File: config.mk
export PLATFORM = sky130hd
export DESIGN_NAME = q2e_queue
export DESIGN_NICKNAME = d
export VERILOG_FILES = /design/src/rtl/q2e_pkg.sv /design/src/rtl/q2e_queue.sv
export SDC_FILE = /design/constraint.sdc
export NUM_CORES = 1
export LEC_CHECK = 0
export ABC_AREA = 1
export BUFFER_PORTS_ARGS = -buffer_cell sky130_fd_sc_hd__buf_2
export CAP_MARGIN = 0
export CORE_UTILIZATION = 59
export DETAILED_ROUTE_END_ITERATION = 8
export PLACE_DENSITY = 0.82
export SLEW_MARGIN = 20
export SYNTH_ARGS = -nofsm -noshare
export SYNTH_HDL_FRONTEND = slang
export SYNTH_SLANG_ARGS = --single-unit
File: constraint.sdc
create_clock -name i_clk -period 7.3 [get_ports i_clk]
set_clock_uncertainty 0.05 [all_clocks]
set_input_delay 0.365 -clock i_clk [delete_from_list [all_inputs] [get_ports i_clk]]
set_output_delay 0.365 -clock i_clk [all_outputs]
set_load 0.02 [all_outputs]
File: src/rtl/q2e_pkg.sv
// shared types, constants and the arctangent table of the quaternion to euler converter
`default_nettype none
package q2e_pkg;

    localparam int CORDIC_STAGES = 16;
    localparam int SQRT_STEPS    = 31;
    localparam int OPW           = 34;
    localparam int AW            = 32;
    localparam int CW            = 36;
    localparam int ZW            = 34;
    localparam int RW            = 62;
    localparam int QDEPTH        = 4;
    localparam int QAW           = 2;
    localparam int DEG_MUL       = 45;

    localparam logic signed [OPW-1:0] UNIT_Q30  = OPW'(1) <<< 30;
    localparam logic signed [ZW-1:0]  HALF_TURN = ZW'(1) <<< 31;
    localparam logic [31:0]           PI_Q30    = 32'hC90FDAA2;

    typedef struct packed {
        logic signed [15:0] q_w;
        logic signed [15:0] q_x;
        logic signed [15:0] q_y;
        logic signed [15:0] q_z;
    } t_q_in;

    typedef struct packed {
        logic signed [15:0] roll_angle;
        logic signed [15:0] pitch_angle;
        logic signed [15:0] yaw_angle;
        logic               pitch_saturated;
    } t_q_out;

    typedef struct packed {
        logic signed [OPW-1:0] roll_num;
        logic signed [OPW-1:0] roll_den;
        logic signed [OPW-1:0] yaw_num;
        logic signed [OPW-1:0] yaw_den;
        logic signed [AW-1:0]  asin_arg;
        logic                  sat;
    } t_item;

    // atan(2^-i) in binary angle units, 2^32 per turn
    function automatic logic [31:0] atan_units(input int idx);
        logic [31:0] v;
        unique case (idx)
            0:  v = 32'h20000000;
            1:  v = 32'h12E4051E;
            2:  v = 32'h09FB385B;
            3:  v = 32'h051111D4;
            4:  v = 32'h028B0D43;
            5:  v = 32'h0145D7E1;
            6:  v = 32'h00A2F61E;
            7:  v = 32'h00517C55;
            8:  v = 32'h0028BE53;
            9:  v = 32'h00145F2F;
            10: v = 32'h000A2F98;
            11: v = 32'h000517CC;
            12: v = 32'h00028BE6;
            13: v = 32'h000145F3;
            14: v = 32'h0000A2FA;
            15: v = 32'h0000517D;
            16: v = 32'h000028BE;
            17: v = 32'h0000145F;
            18: v = 32'h00000A30;
            19: v = 32'h00000518;
            20: v = 32'h0000028C;
            21: v = 32'h00000146;
            22: v = 32'h000000A3;
            23: v = 32'h00000051;
            24: v = 32'h00000029;
            25: v = 32'h00000014;
            26: v = 32'h0000000A;
            27: v = 32'h00000005;
            28: v = 32'h00000003;
            29: v = 32'h00000001;
            30: v = 32'h00000001;
            default: v = 32'h00000000;
        endcase
        return v;
    endfunction

endpackage
`default_nettype wire

File: src/rtl/q2e_queue.sv
// short queue between front end and back end
`default_nettype none
module q2e_queue import q2e_pkg::*; (
    input  wire logic  i_clk,
    input  wire logic  i_rst_n,
    input  wire logic  i_push,
    input  wire t_item i_item,
    output logic       o_full,
    input  wire logic  i_pop,
    output logic       o_valid,
    output t_item      o_item
);
    t_item r_mem [QDEPTH];
    logic [QAW-1:0] r_wp, r_rp;
    logic [QAW:0]   r_cnt;

    assign o_full  = (r_cnt == (QAW+1)'(QDEPTH));
    assign o_valid = (r_cnt != '0);
    assign o_item  = r_mem[r_rp];

    always_ff @(posedge i_clk) begin
        if (!i_rst_n) begin
            r_wp  <= '0;
            r_rp  <= '0;
            r_cnt <= '0;
        end else begin
            if (i_push) begin
                r_wp <= r_wp + 1'b1;
            end
            if (i_pop) begin
                r_rp <= r_rp + 1'b1;
            end
            if (i_push && !i_pop) begin
                r_cnt <= r_cnt + 1'b1;
            end else if (i_pop && !i_push) begin
                r_cnt <= r_cnt - 1'b1;
            end
        end
    end

    always_ff @(posedge i_clk) begin
        if (i_push) begin
            r_mem[r_wp] <= i_item;
        end
    end
endmodule
`default_nettype wire

==> results of run 1 <==
## cells in the mapped netlist, types with 2 or more instances
cell type  count  area share, %
o21ai_0      193            3.8
buf_6          2          0.089
buf_2         48           0.95
o22ai_1      169            4.2
clkbuf_1      53           0.79
o21ai_1      151            3.0
nand2_1       10           0.15
nor2_1       344            5.1
a21oi_1        4          0.079
ha_1           5           0.25
buf_4          8           0.24
edfxtp_1     676             80
dfxtp_1        9           0.71
inv_1         15           0.22
## logic make-up (layout without fill, tap and decap cells)
logic type	after synthesis	after routing	synth area share (%)
DFF	685	685	80.96
adders and majority gates	6	6	0.3265
AOI/OAI and AO/OA	517	517	11.06
other	0	3	0
buffers and inverters	128	659	2.330
and+or+nand+nor	357	357	5.317
## routing by layer
layer / part of all wire [%] / routed length [um] / vias to the layer above
met2: 50 / 30420 / 959
met5: 0 / 0 / -
met1: 38 / 22890 / 8203
met3: 8.7 / 5283 / 154
li1: - / - / 7385
met4: 3.0 / 1810 / 0
## layout make-up
class                      instances  area, um2
antenna                            3      7.507
clock buffer                      80       1777
clock inverter                    35      255.2
fill                            2361      11070
inverter                          17      98.84
multi-input combinational        880       4227
sequential                       685      20490
tap                              539      674.4
timing repair buffer             527       3537
## how the worst max path moves through the flow
stage	end	slack [ps]	cells past startpoint
3_5_place_dp	o_item[109]	3770	5
4_1_cts	o_item[106]	3140	5
2_1_floorplan	r_mem[2][0]$_DFFE_PP_	2890	4
6_report	o_item[76]	2940	5
3_3_place_gp	o_item[74]	3840	5
5_1_grt	o_item[76]	2750	5
## tightest hold or removal path: stages
cell and delay, ps:
buf_2 150, nand2_1 90, nor2_1 40
## state kept, by name (all words and copies together), names as in the netlist, named ones only
name   flops
r_rp       2
r_cnt      3
r_wp       2
r_mem    676
## report_power, final
group | total, uW | internal, uW | switching [uW] | leakage [uW]
sequential | 4550 | 4500 | 52.1 | 0.00628
combinational | 961 | 300 | 660 | 0.00362
clock | 3210 | 1810 | 1390 | 0.00100
total | 8720 | 6610 | 2110 | 0.0109
## through the flow
| step | util, % | setup WS (ps) | total power, uW | hold WS (ps) |
|---|---|---|---|---|
| after floorplan | - | 2893 | 5158 | 361.5 |
| after global placement | 64.86 | 3839 | 5453 | 364.4 |
| after detailed placement | 64.86 | 3774 | 5488 | 392.9 |
| after CTS | 73.70 | 3140 | 8710 | 7.000 |
| after global routing | 73.72 | 2751 | 8969 | 56.58 |
| final | 73.73 | 2944 | 8718 | 60.92 |
## what timing repair did
action                                 4_1_cts  5_1_grt
hold buffers                               169        0
setup buffers                                0        0
resized for setup                            0        0
endpoints found under the hold margin      676        0
==> flow_summary.toml, run 1 <==
[status]
status = "finished clean"

[hold_path]
min_from = "i_rst_n"
min_to = "r_cnt[2]$_SDFFE_PN0P_"
holdCritPathClass = "in -> reg"
min_path_cells = 3

[global_route]
met3_usage_pct = 6.011
antenna_found_initial = 2
grtUsageMet1_pct = 34.13
first_global_vias = 16980
grt_pass1_wl_mm = 91.00
top_usage_layer = "met2"
track_usage_pct = 27.27
grt-ovfl-total = 0
gr-usage-met2_pct = 46.00
grt_max_degree = 225

[sta]
fmaxAchievable_mhz = 229.5
period_minus_slack_ps = 4356
fin_crit_sh_pct = 59.68
hold_violations = 0
finalSetupViolations = 0
slew_violations = 0
relSlewSlack_pct = 29.28
rsz0062_at_grt = "no"
tns_ps = 0
worstMarginPinSlew_ps = 1061

[final_layout]
fin_area_um2 = 31060
mostFrequentLayoutCells = "676 x edfxtp_1, 344 x nor2_1, 343 x buf_2, 193 x o21ai_0"
layout-drive-gt1-share_pct = 20.55
fin_nets = 2356
final_common_cell = "edfxtp_1"
syn_to_final_growth_pct = 22.80
stdcell_count = 2766

[die]
die-area_um2 = 43710
coreArea_um2 = 42130
rows = 75
io_pins = 344
initial_core_util_pct = 60.04
die_h_um = 209.1
fp.dieW_um = 209.1

[clocking]
root_buffer = "clkbuf_16"
cts_sinks = 685
cts_buffers = 66
htreeDepth = 3
clockBufferDepth = 3
clk_pin_slew_ps = 70
tritoncts = "yes"
worstSkewPairLatency_ps = 580

[routing]
antenna_left = 0
wirelength_mm = 60.40
drt-wirelength-per-cell_um = 21.84
vias = 16700
initialDrtViolationCount = 1691
vias_per_cell = 6.038
dr.pass1.iters = 5
route.detailed.drc = 0

[setup_path]
crit_top_cell = "buf_4"
reg2reg_from = "r_wp[1]$_SDFFE_PN0P_"
critPathKind = "reg -> out"
critical_path.top_delay_family = "buffers and inverters"
cp.required_ps = 6880
cp_data_arrival_time_ps = 3940
cp_max_fo = 104
critPathCaptureType = "primary output"
crit_slowest_cell = "buf_4"
worst_setup_path_start_kind = "register"
timing.rr.end = "r_mem[1][132]$_DFFE_PP_"
cp_num_buf_inv = 3
max_stage_delay_ps = 840
path_cells = "buf_4 -> buf_4 -> o21ai_0 -> o22ai_1 -> buf_2"
reg2regPathDepth = 5
r2r_slack_ps = 4560

[synth]
synth_edf_count = 676
async_flop_share_pct = 0
yosysSeqAreaShare_pct = 80.96
synth_fp_nets = 1872
synth-seq-cells = 685
synthCells = 1693
synth_area_um2 = 25300
synth.avg_cell_area_um2 = 14.94
synth_cell_type_count = 20
synth_top_flop_cell = "edfxtp_1"
yosysWarnings = 0

[placement]
hpwl_mm = 29.41
dp_cells = 2479
finalWeightedCongestion = 0.7783
placed_area_um2 = 27330
port_buffers = 343

[power_and_ir_drop]
vdd_ir_drop_max_uv = 284.4
powerDensity_nw_per_um2 = 280.7
p_leak_uw = 0.01091

[flow_run]
drv_cap = 0
No activity file was read; power rests on OpenSTA's default activity.
==> inputs of run 2 (changes only) <==
ABC_AREA = 0   (was 1)
CORE_UTILIZATION = 51   (was 59)
PLACE_DENSITY = 0.76   (was 0.82)
clock period = 4 ns   (was 7.3 ns; I/O delays follow)
==> run 2 against run 1 <==
Effect of this change:
- global-route usage down 6.5 points
- setup slack got worse by 1800 ps
- sequential cell count unchanged
- cell area rose by 0.77%
- synthesized cell count fell by 45%
- core utilization decreased by 8.3 points
- hold slack improved by 240 ps
- clock power rose by 90%
- sequential share of layout area down 0.50 points
- synthesized area is 1.9% lower
- sequential power grew 84%
- clock-buffer cell count grew 8
- largest cell class unchanged
==> flow_summary.toml, run 2 <==
[placement]
hpwl_mm = 28.70
port_buffers = 343
finalWeightedCongestion = 0.7429
dp_cells = 1871

[clocking]
clockBufferDepth = 3
cts_hold_buf = 173
cts_sinks = 685
clk_pin_slew_ps = 60
tritoncts = "yes"
cts_setup_buffers = 0
ctsResizeCount = 0
worstSkewPairLatency_ps = 590
htreeDepth = 3
root_buffer = "clkbuf_16"
cts_buffers = 69

[status]
status = "finished clean"

[synth]
synth_area_um2 = 24820
synth_edf_count = 676
yosysWarnings = 0
synth_cell_type_count = 19
synth_commonest_cells = "676 x edfxtp_1, 169 x mux4_2, 18 x buf_2, 14 x buf_6"
synthCells = 926
yosys.area.top_type = "edfxtp_1"
synth.avg_cell_area_um2 = 26.81
synthTopCellsByArea = "edfxtp_1 82%, mux4_2 15%, dfxtp_1 0.73%"
yosysSeqAreaShare_pct = 82.50
synth-seq-cells = 685
async_flop_share_pct = 0
synth_top_flop_cell = "edfxtp_1"
synth.most_common_cell = "edfxtp_1"
synth_fp_nets = 1105
netlist.area_leader.share_pct = 81.78

[die]
coreArea_um2 = 47850
initial_core_util_pct = 51.88
rows = 80
die_h_um = 222.6
io_pins = 344
fp.dieW_um = 222.6
die-area_um2 = 49560

[final_layout]
final-seq-area_um2 = 20490
final_common_cell = "edfxtp_1"
layout-drive-gt1-share_pct = 41.13
mostFrequentLayoutCells = "676 x edfxtp_1, 343 x buf_2, 173 x dlygate4sd3_1, 169 x mux4_2, 73 x clkbuf_16"
largest_register_ffs = 676
fill_cells = 3033
syn_to_final_growth_pct = 26.10
top_register = "r_mem"
stdcell_count = 2168
multi_input_area_um2 = 4068
biggestRegsByFlops = "r_mem x676, r_cnt x3"
fin_nets = 1679

[setup_path]
path_cells = "buf_4 -> mux4_2 -> buf_2"
cp_num_buf_inv = 2
r2r_slack_ps = 1860
worst_setup_path_start_kind = "register"
cp.required_ps = 3750
crit_slowest_cell = "dfxtp_4"
critPathKind = "reg -> out"
critPathCaptureType = "primary output"
cp_data_arrival_time_ps = 2610
critical_path.top_delay_family = "flip-flops"
reg2regPathDepth = 4
max_stage_delay_ps = 780
reg2reg_from = "r_wp[0]$_SDFFE_PN0P_"
timing.rr.end = "r_mem[2][121]$_DFFE_PP_"
cp_max_fo = 32

[sta]
fin_crit_sh_pct = 71.59
slew_violations = 0
tns_ps = 0
period_minus_slack_ps = 2863
worstMarginPinSlew_ps = 876.7
fmaxAchievable_mhz = 349.2
relSlewSlack_pct = 41.55
hold_violations = 0
finalSetupViolations = 0
rsz0062_at_grt = "no"

[power_and_ir_drop]
vdd_ir_drop_max_uv = 425.9
powerDensity_nw_per_um2 = 521.4
p_leak_uw = 0.01063
p_total_uw = 16320

[hold_path]
holdCritPathClass = "in -> reg"
min_path_cells = 2
min_to = "r_mem[3][10]$_DFFE_PP_"
min_from = "i_item[10]"

[routing]
drt-wirelength-per-cell_um = 23.52
vias = 12040
antenna_left = 0
vias_per_cell = 5.555
wirelength_mm = 50.99
dr.pass1.iters = 5
initialDrtViolationCount = 921
route.detailed.drc = 0

[global_route]
grt-ovfl-total = 0
grt_pass1_wl_mm = 75.97
first_global_vias = 12940
track_usage_pct = 20.75
antenna_found_initial = 3
grt_max_degree = 97

[flow_run]
drv_cap = 0
run 2: worst max path at each step:
stage / startpoint / end / slack, ps / depth (start not counted)
finish: register / o_item[34] / 1140 / 3
CTS: register / o_item[18] / 1060 / 3
detailed placement: register / o_item[18] / 1720 / 3
floorplan: r_wp[0]$_SDFFE_PN0P_ / r_mem[2][0]$_DFFE_PP_ / 900 / 3
global route: register / o_item[52] / 940 / 3
global placement: register / o_item[85] / 1730 / 3
run 2: layout make-up:
type                            count  share of cell area, %
Antenna cell                        2                0.01599
Clock buffer                       88                  6.016
Clock inverter                     34                 0.8794
Inverter                            4                0.04797
Multi-Input combinational cell    199                  13.00
Sequential cell                   685                  65.45
Tap cell                          615                  2.458
Timing Repair Buffer              541                  12.14
run 2: cell families after synthesis:
kind of cell,synth area share [%]
flip-flops,82.50
multiplexers,15.41
buffers and inverters,1.149
AND/OR/NAND/NOR,0.3730
adder cells (fa/ha/maj),0.3327
XOR/XNOR,0.1765
AO/OA/AOI/OAI,0.05040
run 2: per-layer routing:
layer / vias to the layer above / part of all wire, % / global-route usage, % / routed length [um]
li1: 5162 / - / - / -
met3: 109 / 6.8 / 6.070 / 3478
met1: 6330 / 40 / 26.52 / 20140
met4: 2 / 3.2 / 8.053 / 1646
met2: 440 / 50 / 33.77 / 25710
met5: - / 0.025 / 0 / 13
run 2: where the power goes:
group	total, uW	internal (uW)	switching, uW	leakage (uW)
clock network	6110	3540	2570	0.00104
logic	1860	798	1060	0.00331
registers	8350	8250	102	0.00628
total	16300	12600	3740	0.0106
run 2: metrics by stage:
stage                     hold slack, ps  setup slack (ps)  util, %  cell area [um2]
after global placement             359.8              1726    57.28            27410
final                              300.6              1137    65.42            31300
after global routing               265.5             942.4    65.42            31300
after detailed placement           364.4              1718    57.28            27410
after CTS                          259.8              1058    65.41            31300
after floorplan                    248.9             895.7        -            24830
==> inputs of run 3 (changes only) <==
clock period = 2.6 ns   (was 4 ns; I/O delays follow)
==> run 3 against run 2 <==
Effect of this change:
- via count shrank 0.32%
- setup slack got worse by 940 ps
- global-route usage up 0.37 points
- die area unchanged
- non-clock buffer count grew 9
- hold slack got worse by 67 ps
- final cell count about the same
- register-to-register slack got worse by 1100 ps
- combinational power rose by 56%
- sequential power grew 53%
- cell area grew 0.46%
- clock power rose by 54%
- largest cell class unchanged
- largest power group unchanged
==> flow_summary.toml, run 3 (synthesis gave the netlist of run 2 again) <==
[die]
die_h_um = 222.6
coreArea_um2 = 47850
fp.dieW_um = 222.6
rows = 80
initial_core_util_pct = 51.88
io_pins = 344
die-area_um2 = 49560

[sta]
relSlewSlack_pct = 60.44
tns_ps = 0
finalSetupViolations = 0
slew_violations = 0
fin_crit_sh_pct = 92.55
worstMarginPinSlew_ps = 593.4
fmaxAchievable_mhz = 415.6
rsz0062_at_grt = "no"
fin_ws_ps = 193.7
period_minus_slack_ps = 2406
hold_violations = 0

[global_route]
track_usage_pct = 21.12
first_global_vias = 12950
antenna_found_initial = 2
grt_pass1_wl_mm = 77.14
grt_max_degree = 53
grt-ovfl-total = 0

[routing]
antenna_left = 0
route.detailed.drc = 0
wirelength_mm = 51.44
vias_per_cell = 5.532
drt-wirelength-per-cell_um = 23.71
initialDrtViolationCount = 708
vias = 12010
dr.pass1.iters = 4

[placement]
port_buffers = 343
finalWeightedCongestion = 0.7572
dp_cells = 1880
preCtsSetupSlack_ps = 734.0
hpwl_mm = 29.69

[power_and_ir_drop]
powerDensity_nw_per_um2 = 799.4
p_leak_uw = 0.01071
netSwitchingFraction_pct = 22.69
switchingPower_uw = 5704
vdd_ir_drop_max_uv = 858.7
p_comb_share_pct = 11.6
p_seq_share_pct = 51.1
p_int_uw = 19430
clkPwrFrac_pct = 37.3

[setup_path]
crit_slowest_cell = "mux4_2"
cp_max_fo = 22
critPathKind = "reg -> out"
cp.required_ps = 2420
cp_num_buf_inv = 2
worst_setup_path_start_kind = "register"
path_cells = "buf_4 -> mux4_2 -> buf_2"
cp_data_arrival_time_ps = 2230
max_stage_delay_ps = 570
critPathCaptureType = "primary output"
critical_path.top_delay_family = "buffers and inverters"

[clocking]
cts_buffers = 69
clk_pin_slew_ps = 60
htreeDepth = 3
tritoncts = "yes"
worstSkewPairLatency_ps = 580
root_buffer = "clkbuf_16"
clockBufferDepth = 3
cts_sinks = 685

[final_layout]
final_common_cell = "edfxtp_1"
syn_to_final_growth_pct = 26.68
biggestRegsByFlops = "r_mem x676, r_cnt x3"
layout-drive-gt1-share_pct = 41.44
utilization_pct = 65.72
largest_register_ffs = 676
fin_nets = 1688
top_register = "r_mem"
stdcell_count = 2170
mostFrequentLayoutCells = "676 x edfxtp_1, 343 x buf_2, 173 x dlygate4sd3_1, 169 x mux4_2, 71 x clkbuf_16"

[hold_path]
holdCritPathClass = "in -> reg"

[status]
status = "finished clean"

[flow_run]
drv_cap = 0
-- run 3: timing repair --
action                                 4_1_cts  5_1_grt
endpoints found under the hold margin      685        0
hold buffers                               173        0
gates resized for setup                      0        0
buffers inserted                             0        0
-- run 3: worst register-to-register path: stages (launching register included) --
cell     delay [ps]
dfxtp_1         350
inv_1           100
ha_1            140
and2_4          530
buf_4           370
-- run 3: path summary, 6_finish.rpt --
path | from | end | slack (ps) | cells past startpoint
worst min-delay path | i_item[152] | r_mem[3][152]$_DFFE_PP_ | 230 | 2
worst min register to register | r_cnt[2]$_SDFFE_PN0P_ | r_cnt[2]$_SDFFE_PN0P_ | 470 | 2
worst max-delay path | register | o_item[153] | 190 | 3
worst max register to register | r_wp[0]$_SDFFE_PN0P_ | r_mem[0][76]$_DFFE_PP_ | 740 | 4
-- run 3: power groups by stage --
stage               combinational (uW)  clock, uW  sequential (uW)
floorplan                         1710          0            13000
global placement                  2680          0            13000
detailed placement                2720          0            13100
CTS                               2950       9570            12800
global route                      3100       9940            12900
finish                            2910       9380            12800
-- run 3: layout make-up --
cell class / count / area, um2
antenna: 1 / 2.502
clock buffer: 85 / 1829
clock inverter: 31 / 284.0
fill: 2999 / 16400
inverter: 4 / 15.01
multi-input combinational: 199 / 4068
sequential: 685 / 20490
tap: 615 / 769.5
timing repair buffer: 550 / 3991
-- run 3: stage by stage --
step | total power [uW] | area, um2 | hold slack (ps)
detailed placement | 15790 | 27600 | 295.1
global placement | 15710 | 27600 | 290.4
floorplan | 14720 | 24830 | 178.9
CTS | 25360 | 31440 | 189.4
finish | 25140 | 31450 | 233.8
global route | 25910 | 31450 | 220.6
-- run 3: routing by layer --
metal  wire length, um  GRT usage, %
met2             26260         35.11
met3              3734         6.070
met5                13             0
met4              1330         7.164
met1             20110         26.82
